**config.mk**
```make
export PLATFORM = sky130hd
export DESIGN_NAME = tof3_ctrl
export DESIGN_NICKNAME = d
export VERILOG_FILES = /design/src/hw/rtl/tof3_pkg.sv /design/src/hw/rtl/tof3_ctrl.sv
export SDC_FILE = /design/constraint.sdc
export NUM_CORES = 1
export LEC_CHECK = 0
export ABC_AREA = 1
export BUFFER_PORTS_ARGS = -buffer_cell sky130_fd_sc_hd__buf_4
export CORE_ASPECT_RATIO = 0.7
export CORE_MARGIN = 1.5
export CORE_UTILIZATION = 60
export DETAILED_ROUTE_END_ITERATION = 7
export GPL_ROUTABILITY_DRIVEN = 0
export PLACE_DENSITY_LB_ADDON = 0.1
export SYNTH_ARGS = -nofsm -noshare
export SYNTH_HDL_FRONTEND = slang
export SYNTH_SLANG_ARGS = --single-unit
```
**constraint.sdc**
```tcl
create_clock -name i_clk -period 3.67 [get_ports i_clk]
set_input_delay 0.367 -clock i_clk [delete_from_list [all_inputs] [get_ports i_clk]]
set_output_delay 0.367 -clock i_clk [all_outputs]
set_load 0.02 [all_outputs]
```
**src/hw/rtl/tof3_pkg.sv**
```systemverilog
// ----------------------------------------------------------------------------
// tof3_pkg
// Shared constants and types of the 3x3 outline filter.
// ----------------------------------------------------------------------------
package tof3_pkg;

    localparam int MAX_LINE_WIDTH = 1024;
    localparam int COL_W          = $clog2(MAX_LINE_WIDTH);
    localparam int W_W            = 11;
    localparam int H_W            = 13;
    localparam int CNT_W          = 13;
    localparam int PIX_W          = 8;
    localparam int CFG_IDX_W      = 1;
    localparam int CFG_DATA_W     = 13;
    localparam int FIFO_DEPTH     = 3;
    localparam int FIFO_CNT_W     = $clog2(FIFO_DEPTH + 1);
    localparam int FIFO_PTR_W     = $clog2(FIFO_DEPTH);

    localparam logic [W_W-1:0] WIDTH_RESET  = W_W'(320);
    localparam logic [H_W-1:0] HEIGHT_RESET = H_W'(200);

    localparam logic [PIX_W-1:0] MARK_VALUE    = 8'd255;
    localparam logic [PIX_W-1:0] OUTLINE_VALUE = 8'd1;

    localparam logic [CFG_IDX_W-1:0] CFG_FRAME_WIDTH  = 1'b0;
    localparam logic [CFG_IDX_W-1:0] CFG_FRAME_HEIGHT = 1'b1;

    localparam logic CMD_PIXEL = 1'b0;
    localparam logic CMD_FLUSH = 1'b1;

    typedef struct packed {
        logic             valid;
        logic [COL_W-1:0] col;
        logic [PIX_W-1:0] pix;
        logic             top_ok;
        logic             mid_ok;
        logic             emit;
        logic             oc_left;
        logic             oc_right;
        logic             last;
        logic             fwd;
    } t_s1;

    typedef struct packed {
        logic [PIX_W-1:0] pixel_out;
        logic             frame_end;
    } t_result;

endpackage

```
**src/hw/rtl/tof3_ctrl.sv**
```systemverilog
// ----------------------------------------------------------------------------
// tof3_ctrl
// Configuration registers, frame position counters and pipeline fill.
// ----------------------------------------------------------------------------
module tof3_ctrl import tof3_pkg::*; (
    input  logic                  i_clk,
    input  logic                  i_rst_n,
    input  logic                  i_cfg_we,
    input  logic [CFG_IDX_W-1:0]  i_cfg_idx,
    input  logic [CFG_DATA_W-1:0] i_cfg_wdata,
    input  logic                  i_acc,
    input  logic                  i_cmd,
    input  logic [PIX_W-1:0]      i_pixel,
    output logic [COL_W-1:0]      o_rd_addr,
    output t_s1                   o_s1
);

    logic [W_W-1:0]   r_frame_width;
    logic [H_W-1:0]   r_frame_height;
    logic [COL_W-1:0] r_in_col;
    logic [H_W-1:0]   r_in_row;
    logic [COL_W-1:0] r_out_col;
    logic [H_W-1:0]   r_out_row;
    logic [CNT_W-1:0] r_fill;
    t_s1              r_s1;

    logic [CNT_W-1:0] w_eff;
    logic [H_W-1:0]   h_eff;
    logic [H_W:0]     h_x;
    logic [H_W:0]     row_x;
    logic [CNT_W-1:0] col_ext;
    logic [CNT_W-1:0] oc_ext;
    logic             in_frame;
    logic             emit;
    logic             out_wrap;
    logic             in_wrap;
    logic             last;
    logic [COL_W-1:0] n_in_col;
    logic [H_W-1:0]   n_in_row;
    logic [COL_W-1:0] n_out_col;
    logic [H_W-1:0]   n_out_row;

    always_comb begin
        if (r_frame_width == '0) begin
            w_eff = CNT_W'(1);
        end else if (CNT_W'(r_frame_width) > CNT_W'(MAX_LINE_WIDTH)) begin
            w_eff = CNT_W'(MAX_LINE_WIDTH);
        end else begin
            w_eff = CNT_W'(r_frame_width);
        end
        h_eff    = (r_frame_height == '0) ? H_W'(1) : r_frame_height;
        h_x      = (H_W+1)'(h_eff);
        row_x    = (H_W+1)'(r_in_row);
        col_ext  = CNT_W'(r_in_col);
        oc_ext   = CNT_W'(r_out_col);
        in_frame = row_x < h_x;
        emit     = r_fill >= (w_eff + CNT_W'(1));
        out_wrap = (oc_ext + CNT_W'(1)) >= w_eff;
        in_wrap  = (col_ext + CNT_W'(1)) >= w_eff;
        last     = ((H_W+1)'(r_out_row) + (H_W+1)'(1) >= h_x) && out_wrap;
        n_in_col  = in_wrap ? '0 : COL_W'(col_ext + CNT_W'(1));
        n_in_row  = in_wrap ? H_W'(r_in_row + H_W'(1)) : r_in_row;
        n_out_col = out_wrap ? '0 : COL_W'(oc_ext + CNT_W'(1));
        n_out_row = out_wrap ? H_W'(r_out_row + H_W'(1)) : r_out_row;
    end

    always_ff @(posedge i_clk) begin
        if (!i_rst_n) begin
            r_frame_width  <= WIDTH_RESET;
            r_frame_height <= HEIGHT_RESET;
            r_in_col       <= '0;
            r_in_row       <= '0;
            r_out_col      <= '0;
            r_out_row      <= '0;
            r_fill         <= '0;
        end else if (i_cfg_we) begin
            case (i_cfg_idx)
                CFG_FRAME_WIDTH: begin
                    r_frame_width <= W_W'(i_cfg_wdata);
                end
                CFG_FRAME_HEIGHT: begin
                    r_frame_height <= H_W'(i_cfg_wdata);
                end
                default: begin
                    r_frame_width <= r_frame_width;
                end
            endcase
            r_in_col  <= '0;
            r_in_row  <= '0;
            r_out_col <= '0;
            r_out_row <= '0;
            r_fill    <= '0;
        end else if (i_acc) begin
            if (emit && last) begin
                r_in_col  <= '0;
                r_in_row  <= '0;
                r_out_col <= '0;
                r_out_row <= '0;
                r_fill    <= '0;
            end else begin
                if (emit) begin
                    r_out_col <= n_out_col;
                    r_out_row <= n_out_row;
                end else begin
                    r_fill <= r_fill + CNT_W'(1);
                end
                r_in_col <= n_in_col;
                r_in_row <= n_in_row;
            end
        end
    end

    always_ff @(posedge i_clk) begin
        if (!i_rst_n) begin
            r_s1.valid <= 1'b0;
        end else begin
            r_s1.valid <= i_acc;
        end
        if (i_acc) begin
            r_s1.col      <= r_in_col;
            r_s1.pix      <= (in_frame && i_cmd == CMD_PIXEL) ? i_pixel : '0;
            r_s1.top_ok   <= (row_x >= (H_W+1)'(2)) && (row_x < h_x + (H_W+1)'(2));
            r_s1.mid_ok   <= (row_x >= (H_W+1)'(1)) && (row_x < h_x + (H_W+1)'(1));
            r_s1.emit     <= emit;
            r_s1.oc_left  <= r_out_col != '0;
            r_s1.oc_right <= (oc_ext + CNT_W'(1)) < w_eff;
            r_s1.last     <= last;
            r_s1.fwd      <= r_s1.valid && (r_s1.col == r_in_col);
        end
    end

    assign o_rd_addr = r_in_col;
    assign o_s1      = r_s1;

    a_fill_bound: assert property (@(posedge i_clk) disable iff (!i_rst_n)
        r_fill <= w_eff + CNT_W'(1))
        else $error("fill count beyond one line and one pixel");

    a_frame_restart: assert property (@(posedge i_clk) disable iff (!i_rst_n)
        i_acc && emit && last && !i_cfg_we
        |=> r_fill == '0 && r_in_col == '0 && r_in_row == '0 && r_out_row == '0)
        else $error("frame did not restart after its last output");

endmodule

```
* Yosys cells after proc, flatten, opt, wreduce, memory -nomap -nowiden
Cells that the tools add are included.
** Cells by class
- Add/sub/neg operators :: 9
- Multipliers :: 0
- Divide/modulo/power cells :: 0
- Order comparisons :: 11
- Eq/ne operators :: 2
- Shift operators :: 0
- Multiplexer cells :: 15
- Bitwise gates (word level) :: 3
- Reductions and logical operators :: 19
** Operators with widths (number)
- $mux 13 :: 8
- $add 13x1->13 const B :: 4
- $mux 10 :: 5
- $ge 13x13->1 :: 3
- $add 13x1->14 const B :: 2
- $lt 13x14->1 :: 2
- $add 10x1->11 const B :: 2
- $mux 11 :: 2
- $add 13x2->14 const B :: 1
- $ge 14x13->1 :: 1
- $ge 13x1->1 const B :: 1
- $ge 13x2->1 const B :: 1
- $logic_not 13->1 :: 1
- $lt 11x13->1 :: 1
- $lt 13x13->1 :: 1
- $gt 11x11->1 const B :: 1
- $logic_not 11->1 :: 1
- $eq 10x10->1 :: 1
- $reduce_and 2->1 :: 5
- $reduce_bool 10->1 :: 1
- $logic_and 1x1->1 :: 6
- $reduce_bool 2->1 :: 3
- $not 1->1 :: 3
- $reduce_and 3->1 :: 1
- other kinds (2) :: 2
** Storage, ports and cells
- Register bits after elaboration :: 109
- Latch bits :: 0
- Memory bits (writable) :: 0
- ROM bits :: 0
- Input port bits :: 27
- Output and inout bits :: 36
- Logic and storage cells :: 76
- Memories kept :: 0

* Depth between registers and ports, before layout
- Depth after elaboration :: 8
- Mapped depth :: 27

* Worst setup path before layout
Ideal clock, no wire load.
- Path kind :: register to register
- Start point :: reg r_frame_width[4]
- End point :: reg r_fill[4]
- Library setup time :: 0.067 ns
- Arrival time :: 3.091 ns
- Data required time :: 3.603 ns
- Path slack :: 0.511 ns
- Cell stages (with the launch flop) :: 26
- Cells stage by stage :: dfxtp_1 -> nor2_1 -> nand4_1 -> nor2_1 -> nor2_2 -> inv_1 -> nand2_1 -> inv_1 -> ha_1 -> nand2_1 -> nor2_1 -> nand2_1 -> xor2_1 -> ha_1 -> nand2_1 -> inv_2 -> nand2_1 -> nand2_1 -> a21oi_2 -> nand3_4 -> nor2_1 -> inv_2 -> nand2_4 -> buf_6 -> nand3b_1 -> a21oi_2
** On the way
- Longest elaborated chain between the ends :: 8
- Elaborated cells between the ends (all ways) :: 12
- Classes of those cells :: add/sub: 1; order compare: 3; eq/ne: 1; mux: 3; reduce/logical: 4
** Ends and longest elaborated chain
- from (decl) :: line tof3_ctrl.sv:18 : logic [W_W-1:0] r_frame_width;
- from (signal assigned) :: line tof3_ctrl.sv:79 : r_frame_width <= W_W'(i_cfg_wdata);
- from (signal assigned) :: line tof3_ctrl.sv:85 : r_frame_width <= r_frame_width;
- $gt 11x11->1 :: line tof3_ctrl.sv:46 : end else if (CNT_W'(r_frame_width) > CNT_W'(MAX_LINE_WIDTH)) begin
- $mux 11 :: line tof3_ctrl.sv:46
- $mux 11 * :: line tof3_ctrl.sv:44 : if (r_frame_width == '0) begin
- $add 13x1->13 * :: line tof3_ctrl.sv:57 : emit = r_fill >= (w_eff + CNT_W'(1));
- $ge 13x13->1 * :: line tof3_ctrl.sv:57
- via emit :: line tof3_ctrl.sv:34 : logic emit;
- $logic_and 1x1->1 :: line tof3_ctrl.sv:94 : if (emit && last) begin
- $ne 2x1->1 (no source line)
- $reduce_and 2->1 (no source line)
- to (signal assigned) :: line tof3_ctrl.sv:105 : r_fill <= r_fill + CNT_W'(1);
- to (decl) :: line tof3_ctrl.sv:24 : logic [CNT_W-1:0] r_fill;
The timed path passes the listed nets; every way through them passes the cells marked *.
A chain may end at the register's enable or synchronous reset.

* Worst setup path in the final report
- Start point :: reg r_frame_width[4]
- End point :: reg r_out_row[1]
** On the way
- Longest elaborated chain between the ends :: 8
- Elaborated cells between the ends (all ways) :: 13
- Classes of those cells :: add/sub: 1; order compare: 3; mux: 3; reduce/logical: 6
** Ends and longest elaborated chain
- $gt 11x11->1 :: line tof3_ctrl.sv:46
- $mux 11 :: line tof3_ctrl.sv:46
- $mux 11 * :: line tof3_ctrl.sv:44
- $add 13x1->13 * :: line tof3_ctrl.sv:57
- $ge 13x13->1 * :: line tof3_ctrl.sv:57
- via emit :: line tof3_ctrl.sv:34
- $logic_and 1x1->1 :: line tof3_ctrl.sv:94
- $reduce_bool 2->1 (no source line)
- $reduce_and 3->1 (no source line)
- to (signal assigned) :: line tof3_ctrl.sv:103 : r_out_row <= n_out_row;
- to (decl) :: line tof3_ctrl.sv:23 : logic [H_W-1:0] r_out_row;
Marked as above.

==> results.md <==
- Period minus WS final: ~3400 ps
- Post-Syn Area per Cell: 7.36 µm²
- Flop and latch count out of synthesis: about 110
- Max FO, Critical Path: 13
- Worst hold start: i_cfg_wdata[1]
- Relative slew slack: a little under two fifths
- TritonCTS clock tree: built
- Met2 wire len: just over 8000 µm
- Die Ht: roughly 100 µm
- Startpoint types: flip-flop
- Crit. End Element: flip-flop
- Synth area leader: dfxtp_1
- Die Area: between 10000 and 15000 µm²
- Number of I/O pins: 63
- First-pass GRT wire length: 33800 µm
- Post-synth top area share: between 20% and 30%
- Clk root buf: clkbuf_16
- Row count: 35
- Cells after Synth: between 1000 and 1500
- Share of layout cells above drive strength 1: between 10 and 15%
- Final Hold Viols: 0
- Slowest cell on the critical path: dfxtp_4
- Most frequent cells in the layout: nand2_1, inv_1, nor2_1
- Hold endpoint: r_frame_width[1]
- 1st-pass router iterations: 5
- FILL cells: 1129
- Slew @ Worst Pin: 946 ps
- Core region area: around 13000 µm²
- CTS Buf Count: 9
- Multi-input gate area: roughly 5000 µm²
- CP Class: flip-flop to flip-flop
- Max incr delay on CP: ~370 ps
- Setup violators final: 0
- Vias/cell: approximately 5.6
- First-iteration detailed-routing DRC count: 670
- Yosys warns: 0
- Sequential share of the synthesized area: 30.3%
- Antenna Diode Count: 0
- Worst Path Arrival: between 3000 and 4000 ps
- Dpl hpwl: approximately 16000 µm
- Overflow after GRT: 0
- VDD IR max: roughly 0.00021 V
- CTS clk-pin slew, worst paths: around 80 ps
- Final Instance Area: a little over 9000 µm²
- Placed Area: 8670 µm²
- Distinct cells, synth: 44
- Die width: about 140 µm
- Max_cap viols: 0
- Post-route insts no fill: 1329
- Vias: ~7500
- Vias in the first global route: 6590
- Worst hold path cell count: 3
- Met3 wire length: between 2000 and 2500 µm
- # DRC: 0
- CTS Buffer Depth: 2
- Post-Route WL: about 21000 µm
- Post-synth ARST share: 0%
- Synthesized cell area: between 8000 and 9000 µm²
- Syn Nets: 1213
- Total track usage: a little under a third
- Reg area: roughly 2400 µm²
- CTS Sinks: between 100 and 150
- Final slew viol count: 0
- Post-layout nets: roughly 1300
- Antenna violations before repair: 0
- Post-route ant nets: 0
- Tcrit/Tclk final: 93.7%
- Most common cell after layout, fill and taps aside: nand2_1
- LEAKAGE: around 4.2 nW
- Starting Density: 61.2%
- Port bufs: 62
- Top sig layer: met4
- Crit Reg-Reg Endpoint: r_out_row[1]
- Placed Cells: 1307
- Number of flops mapped to enable cells by yosys: 25
- P&R area growth vs syn: 13.2%
- Most used DFF post-synth: dfxtp_1
- WL met1: roughly 10000 µm
- Most used cell, CP: nand2_1
- Status: completed
- Cell Pwr Density: approximately 300 nW/µm²
- Reg2Reg Launch Point: r_frame_width[4]
- Largest cells by area after synthesis: dfxtp_1, ha_1, nand2_1
- WL per Instance: between 15 and 20 µm
- Worst EP required: between 3000 and 4000 ps
- F_max: slightly below 0.3 GHz
- CTS HTree Levels: 3
- Reg2reg path depth: 26
- Worst-Skew Late Latency: between 300 and 400 ps
- Setup slack, reg-to-reg: approximately 230 ps
- Clock skew: between 9 and 10 ps
- HP Class: input port to flip-flop
- Largest net degree at the start of global routing: 53
worst max-delay path by stage:
stage / startpoint / end / slack (ps) / cells past startpoint
detailed placement: r_frame_width[4] / r_out_row[2] / -170 / 25
global route: r_frame_width[4] / r_out_row[12] / -10 / 26
global placement: r_frame_width[4] / r_out_row[12] / 20 / 25
floorplan: r_frame_width[4] / r_fill[4] / 510 / 25
CTS: r_frame_width[4] / r_out_row[1] / 1 / 26
finish: r_frame_width[4] / r_out_row[1] / 230 / 26
report_power, final:
group / switching [W] / internal [W] / total [W]
Sequential: 0.0000286 / 0.00126 / 0.00129
Clock: 0.000471 / 0.000540 / 0.00101
Combinational: 0.000253 / 0.000138 / 0.000392
per-layer routing:
metal  track usage [%]  vias up
met5                 0        -
met4              3.93        0
met3              6.20       19
met2              43.6      300
met1              47.0     3418
li1                  -     3755
cell type report:
cell class                      count  share of cell area [%]
Multi-Input combinational cell    813                    54.5
Inverter                          143                    6.03
Tap cell                          166                    2.28
Clock inverter                      6                   0.783
Sequential cell                   109                    26.8
Timing Repair Buffer               82                    7.09
Clock buffer                       10                    2.52
registers in the layout, indices dropped and copies added (netlist names):
| name | count |
|---|---|
| r_out_col | 10 |
| o_rd_addr | 10 |
| r_fill | 13 |
| r_frame_height | 13 |
| o_s1 | 26 |
| r_out_row | 13 |
| r_in_row | 13 |
| r_frame_width | 11 |
cell families after synthesis:
logic type / count (synthesis) / synth area share, %
XOR/XNOR: 67 / 7.30
buffers and inverters: 171 / 8.62
AO/OA/AOI/OAI: 156 / 10.7
flip-flops: 109 / 30.3
adder cells (fa/ha/maj): 93 / 14.5
AND/OR/NAND/NOR: 496 / 28.6
other: 1 / 0.0466
stage by stage:
stage	hold slack, ps	total power [W]	setup TNS (ps)	util [%]	setup WS [ps]
floorplan	444	0.00155	0	-	511
finish	270	0.00269	0	69.3	230
CTS	261	0.00269	0	68.4	1.25
global placement	466	0.00168	0	66.0	17.6
global route	269	0.00279	-13.0	69.3	-13.0
detailed placement	478	0.00169	-1670	66.0	-169
critical path, delay by kind of cell, from the launching register on:
kind	cells	cell delay [ps]
xor gates and xnor gates	1	150
adders and majority gates	2	450
DFF	1	370
buffers and inverters	5	470
and+or+nand+nor	17	1770
AOI/OAI and AO/OA	1	130
what timing repair did:
action | CTS | global route
endpoints found under the hold margin | 0 | 0
setup buffers | 1 | 4
pin swaps | 1 | 7
gates resized for setup | 1 | 19
hold buffers | 0 | 0
endpoints found under the setup margin | 13 | 58
gates cloned | 0 | 1
cells in the mapped netlist (2+ instances only):
cell	n
inv_1	136
buf_1	2
nor3b_1	2
nand3_2	4
nand2_2	13
nor3_1	20
xor2_1	56
o211ai_1	4
nor2_4	3
ha_1	93
inv_2	4
buf_6	5
nand2_4	4
a211oi_1	10
nor4_1	7
nor2_1	97
clkbuf_1	16
buf_2	3
nand4_1	42
clkinv_1	2
dfxtp_1	84
nand3_1	53
nand3b_1	8
nand3_4	3
nor2_2	3
nor3_2	3
xnor2_1	11
o21ai_0	36
a21oi_1	90
o21ai_1	2
nand2_1	232
a21oi_2	9
edfxtp_1	25
Note: power is estimated with default switching activity, not from simulation.
