<file path="src/hw/rtl/tof3_pkg.sv">
// ----------------------------------------------------------------------------
// tof3_pkg
// Shared constants and types of the 3x3 outline filter.
// ----------------------------------------------------------------------------
package tof3_pkg;

    localparam int MAX_LINE_WIDTH = 1024;
    localparam int COL_W          = $clog2(MAX_LINE_WIDTH);
    localparam int W_W            = 11;
    localparam int H_W            = 13;
    localparam int CNT_W          = 13;
    localparam int PIX_W          = 8;
    localparam int CFG_IDX_W      = 1;
    localparam int CFG_DATA_W     = 13;
    localparam int FIFO_DEPTH     = 3;
    localparam int FIFO_CNT_W     = $clog2(FIFO_DEPTH + 1);
    localparam int FIFO_PTR_W     = $clog2(FIFO_DEPTH);

    localparam logic [W_W-1:0] WIDTH_RESET  = W_W'(320);
    localparam logic [H_W-1:0] HEIGHT_RESET = H_W'(200);

    localparam logic [PIX_W-1:0] MARK_VALUE    = 8'd255;
    localparam logic [PIX_W-1:0] OUTLINE_VALUE = 8'd1;

    localparam logic [CFG_IDX_W-1:0] CFG_FRAME_WIDTH  = 1'b0;
    localparam logic [CFG_IDX_W-1:0] CFG_FRAME_HEIGHT = 1'b1;

    localparam logic CMD_PIXEL = 1'b0;
    localparam logic CMD_FLUSH = 1'b1;

    typedef struct packed {
        logic             valid;
        logic [COL_W-1:0] col;
        logic [PIX_W-1:0] pix;
        logic             top_ok;
        logic             mid_ok;
        logic             emit;
        logic             oc_left;
        logic             oc_right;
        logic             last;
        logic             fwd;
    } t_s1;

    typedef struct packed {
        logic [PIX_W-1:0] pixel_out;
        logic             frame_end;
    } t_result;

endpackage

</file>
<file path="src/hw/rtl/tof3_window.sv">
// ----------------------------------------------------------------------------
// tof3_window
// The 3x3 window columns and the outline decision for the center pixel.
// ----------------------------------------------------------------------------
module tof3_window import tof3_pkg::*; (
    input  logic             i_clk,
    input  logic             i_rst_n,
    input  t_s1              i_s1,
    input  logic [PIX_W-1:0] i_up_raw,
    input  logic [PIX_W-1:0] i_mid_raw,
    output logic             o_push,
    output t_result          o_result
);

    logic [PIX_W-1:0] r_win [6];
    logic [PIX_W-1:0] top;
    logic [PIX_W-1:0] mid;
    logic [PIX_W-1:0] bot;
    logic             hit;

    always_comb begin
        top = i_s1.top_ok ? i_up_raw : '0;
        mid = i_s1.mid_ok ? i_mid_raw : '0;
        bot = i_s1.pix;
        hit = (r_win[3] == MARK_VALUE) || (r_win[5] == MARK_VALUE)
            || (i_s1.oc_left && ((r_win[0] == MARK_VALUE) || (r_win[1] == MARK_VALUE)
                || (r_win[2] == MARK_VALUE)))
            || (i_s1.oc_right && ((top == MARK_VALUE) || (mid == MARK_VALUE)
                || (bot == MARK_VALUE)));
        o_result.pixel_out = (r_win[4] == '0 && hit) ? OUTLINE_VALUE : r_win[4];
        o_result.frame_end = i_s1.last;
        o_push             = i_s1.valid && i_s1.emit;
    end

    always_ff @(posedge i_clk) begin
        if (!i_rst_n) begin
            for (int i = 0; i < 6; i++) begin
                r_win[i] <= '0;
            end
        end else if (i_s1.valid) begin
            r_win[0] <= r_win[3];
            r_win[1] <= r_win[4];
            r_win[2] <= r_win[5];
            r_win[3] <= top;
            r_win[4] <= mid;
            r_win[5] <= bot;
        end
    end

endmodule

</file>
<file path="config.mk">
export PLATFORM = sky130hd
export DESIGN_NAME = tof3_window
export DESIGN_NICKNAME = d
export VERILOG_FILES = /design/src/hw/rtl/tof3_pkg.sv /design/src/hw/rtl/tof3_window.sv
export SDC_FILE = /design/constraint.sdc
export NUM_CORES = 1
export LEC_CHECK = 0
export BUFFER_PORTS_ARGS = -buffer_cell sky130_fd_sc_hd__buf_2
export CELL_PAD_IN_SITES_DETAIL_PLACEMENT = 1
export CELL_PAD_IN_SITES_GLOBAL_PLACEMENT = 1
export CORE_ASPECT_RATIO = 1.1
export CORE_MARGIN = 5
export CORE_UTILIZATION = 25
export CTS_CLUSTER_DIAMETER = 50
export CTS_CLUSTER_SIZE = 28
export DETAILED_ROUTE_END_ITERATION = 16
export PLACE_DENSITY = 0.56
export SYNTH_ARGS = -nofsm -noshare
export SYNTH_HDL_FRONTEND = slang
export SYNTH_SLANG_ARGS = --single-unit
export TNS_END_PERCENT = 30
</file>
<file path="constraint.sdc">
create_clock -name i_clk -period 1.7 [get_ports i_clk]
set_input_delay 0.255 -clock i_clk [delete_from_list [all_inputs] [get_ports i_clk]]
set_output_delay 0.255 -clock i_clk [all_outputs]
set_load 0.05 [all_outputs]
</file>
# Word level (Yosys, flattened, before mapping)
# Memories as Yosys holds them, arrays and structs flattened.
# Cells that the tools add are included.
[word_totals]
ff_bits = 0
ramBits = 48
input_bits = 44
memories = 1
[classes]
n_eq_ne = 8
muxes = 13
bitwise_logic = 6
reduce_logical = 12
[mem_list]
columns = ["memory", "depth", "width", "rd", "rd_ports_with_merged_regs", "wr", "line", "rtl"]
rows = [
  ["r_win", 6, 8, 6, 0, 6, "tof3_window.sv:15", "logic [PIX_W-1:0] r_win [6];"],
]
[ops]
columns = ["cell", "n"]
rows = [
  ["2-to-1 mux 8 bit", 9],
  ["equality test 8 bit (second input constant)", 8],
  ["zero test 8 bit", 1],
  ["logical OR 1 bit", 7],
  ["bitwise OR 1 bit", 6],
  ["logical AND 1 bit", 4],
  ["2-to-1 mux 1 bit", 4],
]

# Logic depth before layout (Yosys ltp)
# Gate-level depths: netlist of the first run.
[logic_depth]
ltp_word = 8
depth_mapped = 4
depth_no_buf = 4

# Worst setup path after synthesis of the first run
# OpenSTA, ideal clock, no wires.
[synth_path]
kind = "register to output"
from = "mem r_win[4][7] (netlist: r_win[0][39])"
to = "out o_result[1] (netlist bit)"
t_arrival_ps = 1656
required_ps = 1445
slack_ps = -211
stages_incl_launch_ff = 5
cell_sequence = "edfxtp_1 -> or4_4 -> nor4_4 -> o311ai_1 -> nand4b_1"
[synth_lines]
columns = ["item", "line", "rtl"]
rows = [
  ["start: declaration", "tof3_window.sv:15", ""],
  ["end: declaration", "tof3_window.sv:12", "output t_result o_result"],
]

==> impl_metrics.env, run 1 <==
export IMPL_outcome="finished with violations"
export IMPL_violations="negative setup slack"
export IMPL_area_delta_synth_final_pct=21.9
export IMPL_wl_mm=4.22
export IMPL_cts_tree="built"
export IMPL_grt_pass1_wl_mm=6.80
export IMPL_top_register="r_win"
export IMPL_p_sw_w=0.000514
export IMPL_fin_worst_skew_ns=0.00403
export IMPL_synth_adder_area_share_pct=0
export IMPL_synth_xor_area_share_pct=0
export IMPL_rsz0062_at_grt="true"
export IMPL_synth_simple_gate_area_share_pct=24.6
export IMPL_worstPathRequired_ns=1.44
export IMPL_grt_overflow=0
export IMPL_core_area_sq_um=7910
export IMPL_antenna_cells=0
export IMPL_largest_reg_flops=48
export IMPL_gr_usage_all_layers_pct=8.83
export IMPL_synth_cell_area_sq_um=2030
export IMPL_setup_viol=1
export IMPL_drtAntennaViolNets=0
export IMPL_start_util_pct=25.6
export IMPL_dieArea_sq_um=10000
export IMPL_clk_pin_slew_ns=0.08
export IMPL_clk_latency_ns=0.29
export IMPL_numCtsBuffers=5
export IMPL_antenna_found_initial=0
export IMPL_synth_seq_cells=48
export IMPL_synth_top_family_by_area="simple AND/OR/NAND/NOR gates"
export IMPL_clockRootBuffer="clkbuf_8"
export IMPL_num_vias=1318
export IMPL_post_route_util_pct=31.3
export IMPL_yosysUniqueCellTypes=18
export IMPL_path_max_fanout=3
export IMPL_cellPowerDensity_nw_per_um2=919
export IMPL_top_level_ports=54
export IMPL_post_route_min_period_ns=2.13
export IMPL_synth_compound_area_share_pct=1.11
export IMPL_synth_avg_cell_area_sq_um=13.9
export IMPL_fin_crit_sh_pct=125
export IMPL_firstDrtPassIters=6
export IMPL_layout_cells_non_filler=297
export IMPL_fin_ws_ns=-0.427
export IMPL_first_iter_violations=34
export IMPL_die_w_microns=95.9
export IMPL_gp_congestion=0.730
export IMPL_startpoint_type="register"
export IMPL_grt_pass1_vias=1445
export IMPL_hold_path_class="primary input to register"
export IMPL_synth_mux_area_share_pct=0
export IMPL_pwr_share_comb_pct=10.2
export IMPL_hold_viol=0
export IMPL_wl_per_cell_microns=14.2
export IMPL_drive_gt1_share_pct=31.2
export IMPL_dieHeight_microns=104
export IMPL_peakVddDrop_uv=383
export IMPL_syn_nets=190
export IMPL_ys_seq_area_share_pct=71.0
export IMPL_cts_max_level=2
export IMPL_post_route_drc_count=0
export IMPL_vias_per_cell=4.44
export IMPL_relSlewSlack_pct=68.3
export IMPL_dp_hpwl_mm=3.17
export IMPL_clkSinkCount=48
export IMPL_finalNetCount=232
export IMPL_p_int_w=0.00176
export IMPL_endpoint_kind="output port"
export IMPL_portBuffers=40
export IMPL_grt_max_degree=33
export IMPL_crit_arrival_ns=1.87
export IMPL_p_seq_share_pct=62.5
export IMPL_dp_cells=288
export IMPL_worst_pin_slew_ns=0.475
export IMPL_clock_tree_buffer_depth=2
export IMPL_switching_share_pct=22.6
export IMPL_leakage_nw=1.10
export IMPL_criticalPathCategory="register to output port"
export IMPL_cap_violations=0
export IMPL_rows=34
export IMPL_syn_inst=146
export IMPL_reg_top3="r_win (48)"
export IMPL_max_freq_ghz=0.470
export IMPL_ys_warn_count=0
export IMPL_drv_slew=0
export IMPL_pwr_share_clk_pct=27.3
## power by group through the flow
stage               clock network (W)  logic, W  registers [W]
CTS                          0.000653  0.000235        0.00142
global placement                    0  0.000229        0.00145
global route                 0.000718  0.000251        0.00143
floorplan                           0  0.000140        0.00144
finish                       0.000621  0.000231        0.00142
detailed placement                  0  0.000229        0.00145
## Yosys cell counts
cell type      number  area (sq um)
and3_1             47           294
nor4_4              1          21.3
dlygate4sd3_1       1          10.0
nand3_1             2          10.0
nand2b_1            1          6.26
clkbuf_1           13          48.8
nand4b_1            1          8.76
nand4_1            14          87.6
nor3_1              2          10.0
buf_4               1          7.51
nand2_1             2          7.51
and3_2              1          7.51
and2_1              2          12.5
or4_4               1          11.3
o21ai_0             1          5.00
o311ai_1            2          17.5
nor2_1              6          22.5
edfxtp_1           48          1440
## critical path, stage by stage (launching register included)
cell and delay (ns):
edfxtp_1 0.39, or4_4 0.56, nor4_4 0.19, o311ai_1 0.14
nand4b_1 0.13, buf_6 0.17
## layout make-up
type	instances	area (sq um)
tap	108	135
timing repair buffer	50	294
sequential	48	1440
clock buffer	7	76.3
multi-input combinational	83	524
clock inverter	1	3.75
fill	895	5440
## placed cells by master (no fill, tap or decap)
master	n
and2_1	2
nor3_1	2
nand3_1	2
nand4_1	14
nor4_4	1
or4_4	1
o311ai_1	2
nand2b_2	1
clkbuf_1	2
and3_1	47
buf_12	1
buf_6	1
edfxtp_1	48
clkbuf_8	5
nand4b_1	1
nor2_1	6
buf_2	39
and3_2	1
clkinv_1	1
buf_4	9
o21ai_1	1
nand2_1	2
## stage by stage
| stage | total power [W] | instance area (sq um) | TNS [ns] | worst slack (ns) | hold WS [ns] |
|---|---|---|---|---|---|
| floorplan | 0.00158 | 2030 | -0.200 | -0.200 | 0.478 |
| global placement | 0.00168 | 2380 | -0.174 | -0.174 | 0.511 |
| CTS | 0.00231 | 2470 | -0.447 | -0.447 | 0.272 |
| detailed placement | 0.00168 | 2380 | -0.203 | -0.203 | 0.511 |
| global route | 0.00240 | 2470 | -0.523 | -0.523 | 0.272 |
| finish | 0.00228 | 2470 | -0.427 | -0.427 | 0.283 |
## kinds of logic (layout without fill, tap and decap cells)
family                 after synthesis  count (layout)
and+or+nand+nor                     80              80
AOI/OAI and AO/OA                    3               3
DFF                                 48              48
buffers and inverters               15              58
## final timing paths
kind	startpoint	endpoint	slack, ns	cells after the start
worst max-delay path	r_win[0][39]	o_result[1]	-0.43	5
worst min-delay path	i_s1[11]	r_win[0][44]	0.28	2
worst max register to register	r_win[0][39]	r_win[0][15]	0.65	3
worst min register to register	r_win[0][26]	r_win[0][2]	0.58	1
## metal layers
metal	track usage (%)	vias to the layer above	wire [microns]
li1	-	649	-
met1	10.5	635	1790
met2	15.0	30	2160
met3	2.32	4	222
met4	3.35	0	47
met5	0	-	0
## repair_timing
action	4_1_cts	5_1_grt
pin swaps	0	0
resized for setup	3	0
hold buffers	0	0
buffers inserted	1	0
hold endpoints to repair	0	0
setup endpoints to repair	1	1
(Power assumes the default switching activity.)
==> run 2: changes to the inputs <==
Settings changed: CTS_BUF_LIST set to sky130_fd_sc_hd__clkbuf_4 sky130_fd_sc_hd__clkbuf_8, SKIP_CTS_REPAIR_TIMING set to 1.
==> run 2 against run 1 <==
Against the previous run:
- the run still ends with negative setup slack left
- register-to-register slack barely moved
- core utilization rose by 0.095 points
- cell count did not move
- count of clock-buffer cells in the layout did not move
- sequential power barely moved
- critical endpoint unchanged
==> impl_metrics.env, run 2 (synthesis results as in run 1) <==
export IMPL_cts_tree="built"
export IMPL_gr_usage_all_layers_pct=8.83
export IMPL_dieHeight_microns=104
export IMPL_gp_congestion=0.730
export IMPL_grt_pass1_wl_mm=6.80
export IMPL_relSlewSlack_pct=68.3
export IMPL_first_iter_violations=31
export IMPL_pwr_share_comb_pct=10.0
export IMPL_wl_per_cell_microns=14.2
export IMPL_rsz0062_at_grt="true"
export IMPL_finalSetupTns_ns=-0.428
export IMPL_reg_top3="r_win (48)"
export IMPL_grt_use_met3_pct=2.32
export IMPL_reg2regPathDepth=3
export IMPL_cap_violations=0
export IMPL_post_route_drc_count=0
export IMPL_final_area_sq_um=2480
export IMPL_core_area_sq_um=7910
export IMPL_rows=34
export IMPL_r2r_setup_slack_ns=0.65
export IMPL_path_max_fanout=3
export IMPL_r2r_end="r_win[0][15]"
export IMPL_clockRootBuffer="clkbuf_8"
export IMPL_grt_max_degree=33
export IMPL_criticalPathCategory="register to output port"
export IMPL_whs_path_depth=2
export IMPL_antenna_found_initial=0
export IMPL_firstDrtPassIters=6
export IMPL_die_w_microns=95.9
export IMPL_placed_cell_area_sq_um=2380
export IMPL_top_level_ports=54
export IMPL_crit_arrival_ns=1.87
export IMPL_clk_latency_ns=0.29
export IMPL_p_sw_w=0.000514
export IMPL_worstPathRequired_ns=1.44
export IMPL_portBuffers=40
export IMPL_startpoint_type="register"
export IMPL_wl_mm=4.22
export IMPL_area_delta_synth_final_pct=22.3
export IMPL_clk_pin_slew_ns=0.08
export IMPL_finalNetCount=232
export IMPL_grt_use_met2_pct=15.0
export IMPL_violations="negative setup slack"
export IMPL_dp_hpwl_mm=3.17
export IMPL_peakVddDrop_uv=382
export IMPL_vias_per_cell=4.43
export IMPL_antenna_cells=0
export IMPL_max_freq_ghz=0.470
export IMPL_hold_viol=0
export IMPL_mostFrequentLayoutCells="48 x edfxtp_1, 47 x and3_1, 39 x buf_2, 14 x nand4_1, 9 x buf_4"
export IMPL_fin_crit_sh_pct=125
export IMPL_fillers=898
export IMPL_clkSinkCount=48
export IMPL_hold_path_class="primary input to register"
export IMPL_drv_slew=0
export IMPL_grt_met1_usage_pct=10.5
export IMPL_outcome="finished with violations"
export IMPL_dp_cells=288
export IMPL_layout_commonest_cell="edfxtp_1"
export IMPL_dieArea_sq_um=10000
export IMPL_fin_worst_skew_ns=0.00415
export IMPL_fin_ws_ns=-0.428
export IMPL_grt_overflow=0
export IMPL_worstHoldEndpoint="r_win[0][44]"
export IMPL_post_route_min_period_ns=2.13
export IMPL_layout_cells_non_filler=297
export IMPL_start_util_pct=25.6
export IMPL_endpoint_kind="output port"
export IMPL_largest_reg_flops=48
export IMPL_worst_pin_slew_ns=0.476
export IMPL_switching_share_pct=22.3
export IMPL_grt_busiest_layer="met2"
export IMPL_num_vias=1317
export IMPL_top_register="r_win"
export IMPL_grt_pass1_vias=1446
export IMPL_r2r_start="r_win[0][39]"
export IMPL_pwr_share_clk_pct=28.3
export IMPL_clock_tree_buffer_depth=2
export IMPL_drive_gt1_share_pct=32.3
export IMPL_numCtsBuffers=5
export IMPL_min_from="i_s1[11]"
export IMPL_setup_viol=1
export IMPL_cellPowerDensity_nw_per_um2=930
export IMPL_leakage_nw=1.11
export IMPL_p_int_w=0.00179
export IMPL_cts_max_level=2
export IMPL_power_total_w=0.00231
export IMPL_drtAntennaViolNets=0
export IMPL_p_seq_share_pct=61.7
[run 2: cell count changes in the layout (fill, tap and decap cells not counted)]
| cell | previous run | this run |
|---|---|---|
| clkbuf_4 | 0 | 2 |
| clkbuf_1 | 2 | 0 |
[run 2: per-stage QoR]
| stage | util (%) | hold slack (ns) | worst slack, ns |
|---|---|---|---|
| after CTS | 31.2 | 0.272 | -0.531 |
| final | 31.4 | 0.283 | -0.428 |
| after global routing | 31.4 | 0.272 | -0.523 |
| after detailed placement | 30.1 | 0.511 | -0.203 |
| after floorplan | - | 0.478 | -0.200 |
| after global placement | 30.1 | 0.511 | -0.174 |
[run 2: how the worst max path moves through the flow]
stage                 startpoint          end  slack, ns
floorplan           r_win[0][39]  o_result[1]      -0.20
global placement    r_win[0][39]  o_result[1]      -0.17
detailed placement  r_win[0][39]  o_result[1]      -0.20
CTS                 r_win[0][39]  o_result[1]      -0.53
global route        r_win[0][39]  o_result[1]      -0.52
finish              r_win[0][39]  o_result[1]      -0.43
[run 2: layout make-up]
| cell class | instances | area, sq um | area share (%) |
|---|---|---|---|
| Clock buffer | 7 | 83.8 | 3.38 |
| Timing Repair Buffer | 50 | 294 | 11.8 |
| Multi-Input combinational cell | 83 | 524 | 21.1 |
| Tap cell | 108 | 135 | 5.44 |
| Clock inverter | 1 | 3.75 | 0.151 |
| Sequential cell | 48 | 1440 | 58.1 |
[run 2: critical path: stages, from the launching register on]
cell      delay, ns
edfxtp_1       0.39
or4_4          0.56
nor4_4         0.19
o311ai_1       0.14
nand4b_1       0.13
buf_6          0.17
[run 2: routing by layer]
metal	part of all wire [%]	wire length [microns]	vias to the layer above
met4	1.1	48	0
met3	4.9	208	4
li1	-	-	649
met1	42	1790	636
met2	51	2170	28
met5	0	0	-
[run 2: power groups by stage]
stage          clock network [W]  logic (W)  registers [W]
2_1_floorplan                  0   0.000140        0.00144
3_3_place_gp                   0   0.000229        0.00145
3_5_place_dp                   0   0.000229        0.00145
4_1_cts                 0.000686   0.000230        0.00142
5_1_grt                 0.000749   0.000251        0.00143
6_report                0.000653   0.000231        0.00142
==> run 3: changes to the inputs <==
==> constraint.sdc (replaced) <==
create_clock -name i_clk -period 1.7 [get_ports i_clk]
set_input_delay 0.085 -clock i_clk [delete_from_list [all_inputs] [get_ports i_clk]]
set_output_delay 0.085 -clock i_clk [all_outputs]
set_load 0.05 [all_outputs]
==> run 3 against run 2 <==
Against the previous run:
- the run still ends with negative setup slack left
- via count down 1.9%
- core utilization down 0.19 points
- critical path depth did not move
- clock power hardly changed
- cell count down 0.67%
- clock skew rose by 0.0018 ns
- final area is 0.60% lower
- setup slack improved by 0.14 ns
- sequential share of layout area increased by 0.35 points
- maximum frequency up 7.3%
- die area unchanged
- critical endpoint unchanged
- largest power group unchanged
- highest routed layer unchanged
==> impl_metrics.env, run 3 (synthesis results as in run 1) <==
export IMPL_outcome="finished with violations"
export IMPL_violations="negative setup slack"
export IMPL_dp_hpwl_mm=3.11
export IMPL_endpoint_kind="output port"
export IMPL_clock_tree_buffer_depth=2
export IMPL_dp_cells=287
export IMPL_clockRootBuffer="clkbuf_8"
export IMPL_reg2regPathDepth=2
export IMPL_dieHeight_microns=104
export IMPL_pwr_share_clk_pct=28.4
export IMPL_largest_reg_flops=48
export IMPL_rows=34
export IMPL_setup_viol=1
export IMPL_mostFrequentLayoutCells="48 x edfxtp_1, 47 x and3_1, 39 x buf_2, 14 x nand4_1, 7 x buf_4"
export IMPL_path_max_fanout=3
export IMPL_post_route_util_pct=31.2
export IMPL_clkSinkCount=48
export IMPL_num_vias=1292
export IMPL_fin_worst_skew_ns=0.00599
export IMPL_clk_pin_slew_ns=0.08
export IMPL_grt_max_degree=33
export IMPL_leakage_nw=1.09
export IMPL_r2r_start="r_win[0][39]"
export IMPL_start_util_pct=25.6
export IMPL_grt_pass1_wl_mm=6.66
export IMPL_fin_ws_ns=-0.283
export IMPL_critPathLaunch="r_win[0][39]"
export IMPL_die_w_microns=95.9
export IMPL_cts_max_level=2
export IMPL_p_int_w=0.00179
export IMPL_relSlewSlack_pct=70.7
export IMPL_hold_viol=0
export IMPL_r2r_setup_slack_ns=0.77
export IMPL_r2r_end="r_win[0][15]"
export IMPL_switching_share_pct=22.3
export IMPL_startpoint_type="register"
export IMPL_antenna_cells=0
export IMPL_p_sw_w=0.000514
export IMPL_post_route_min_period_ns=1.98
export IMPL_layout_commonest_cell="edfxtp_1"
export IMPL_gp_congestion=0.708
export IMPL_peakVddDrop_uv=325
export IMPL_core_area_sq_um=7910
export IMPL_hold_path_class="primary input to register"
export IMPL_power_total_w=0.00231
export IMPL_whs_path_depth=2
export IMPL_gr_usage_all_layers_pct=8.71
export IMPL_wl_per_cell_microns=14.0
export IMPL_top_register="r_win"
export IMPL_numCtsBuffers=5
export IMPL_worst_pin_slew_ns=0.440
export IMPL_finalNetCount=230
export IMPL_clk_latency_ns=0.29
export IMPL_first_iter_violations=55
export IMPL_drv_slew=0
export IMPL_firstDrtPassIters=4
export IMPL_cellPowerDensity_nw_per_um2=935
export IMPL_criticalPathCategory="register to output port"
export IMPL_rsz0062_at_grt="true"
export IMPL_area_delta_synth_final_pct=21.6
export IMPL_dieArea_sq_um=10000
export IMPL_wl_mm=4.13
export IMPL_grt_use_met2_pct=14.6
export IMPL_portBuffers=40
export IMPL_vias_per_cell=4.38
export IMPL_p_seq_share_pct=61.7
export IMPL_min_from="i_s1[11]"
export IMPL_pwr_share_comb_pct=9.9
export IMPL_antenna_found_initial=0
export IMPL_fin_crit_sh_pct=117
export IMPL_cap_violations=0
export IMPL_cts_tree="built"
export IMPL_drtAntennaViolNets=0
export IMPL_grt_use_met3_pct=2.03
export IMPL_grt_overflow=0
export IMPL_grt_met1_usage_pct=10.1
export IMPL_worstHoldEndpoint="r_win[0][44]"
export IMPL_top_level_ports=54
export IMPL_crit_arrival_ns=1.90
export IMPL_layout_cells_non_filler=295
export IMPL_grt_pass1_vias=1467
export IMPL_reg_top3="r_win (48)"
export IMPL_max_freq_ghz=0.504
export IMPL_drive_gt1_share_pct=31.6
export IMPL_post_route_drc_count=0
export IMPL_grt_busiest_layer="met2"
export IMPL_worstPathRequired_ns=1.62
-- run 3: cell count changes in the layout (fill, tap and decap cells not counted), sizes merged --
cell / change
buf: -2
-- run 3: through the flow --
| stage | setup TNS, ns | worst slack, ns | cell area [sq um] | hold slack (ns) |
|---|---|---|---|---|
| 6_report | -0.283 | -0.283 | 2470 | 0.105 |
| 5_1_grt | -0.396 | -0.396 | 2470 | 0.102 |
| 4_1_cts | -0.392 | -0.392 | 2460 | 0.0943 |
| 3_5_place_dp | -0.0580 | -0.0580 | 2370 | 0.171 |
| 3_3_place_gp | -0.00457 | -0.00457 | 2370 | 0.171 |
| 2_1_floorplan | -0.0303 | -0.0303 | 2030 | 0.308 |
-- run 3: critical path, stage by stage (launching register included) --
cell	delay [ns]
edfxtp_1	0.39
or4_4	0.56
nor4_4	0.20
o311ai_1	0.14
nand4b_1	0.15
buf_6	0.17
-- run 3: final cells by class --
type	count	area (sq um)
flip-flops and latches	48	1440
clock buffers	7	83.8
repair buffers	48	279
clock inverters	1	3.75
multi-input cells	83	524
well taps	108	135
fillers	905	5450
-- run 3: power groups by stage --
stage          Combinational (W)  Sequential, W  Clock [W]
2_1_floorplan           0.000140        0.00144          0
3_3_place_gp            0.000227        0.00145          0
3_5_place_dp            0.000229        0.00145          0
4_1_cts                 0.000229        0.00142   0.000688
5_1_grt                 0.000248        0.00143   0.000737
6_report                0.000228        0.00142   0.000654
-- run 3: layer usage --
| layer | vias to the layer above | share of wire (%) |
|---|---|---|
| met5 | - | 0 |
| met3 | 5 | 4.0 |
| li1 | 650 | - |
| met1 | 609 | 43 |
| met4 | 0 | 2.1 |
| met2 | 28 | 51 |
-- run 3: how the worst max path moves through the flow --
stage                   to
3_3_place_gp   o_result[1]
6_report       o_result[1]
2_1_floorplan  o_result[1]
4_1_cts        o_result[1]
5_1_grt        o_result[1]
3_5_place_dp   o_result[1]
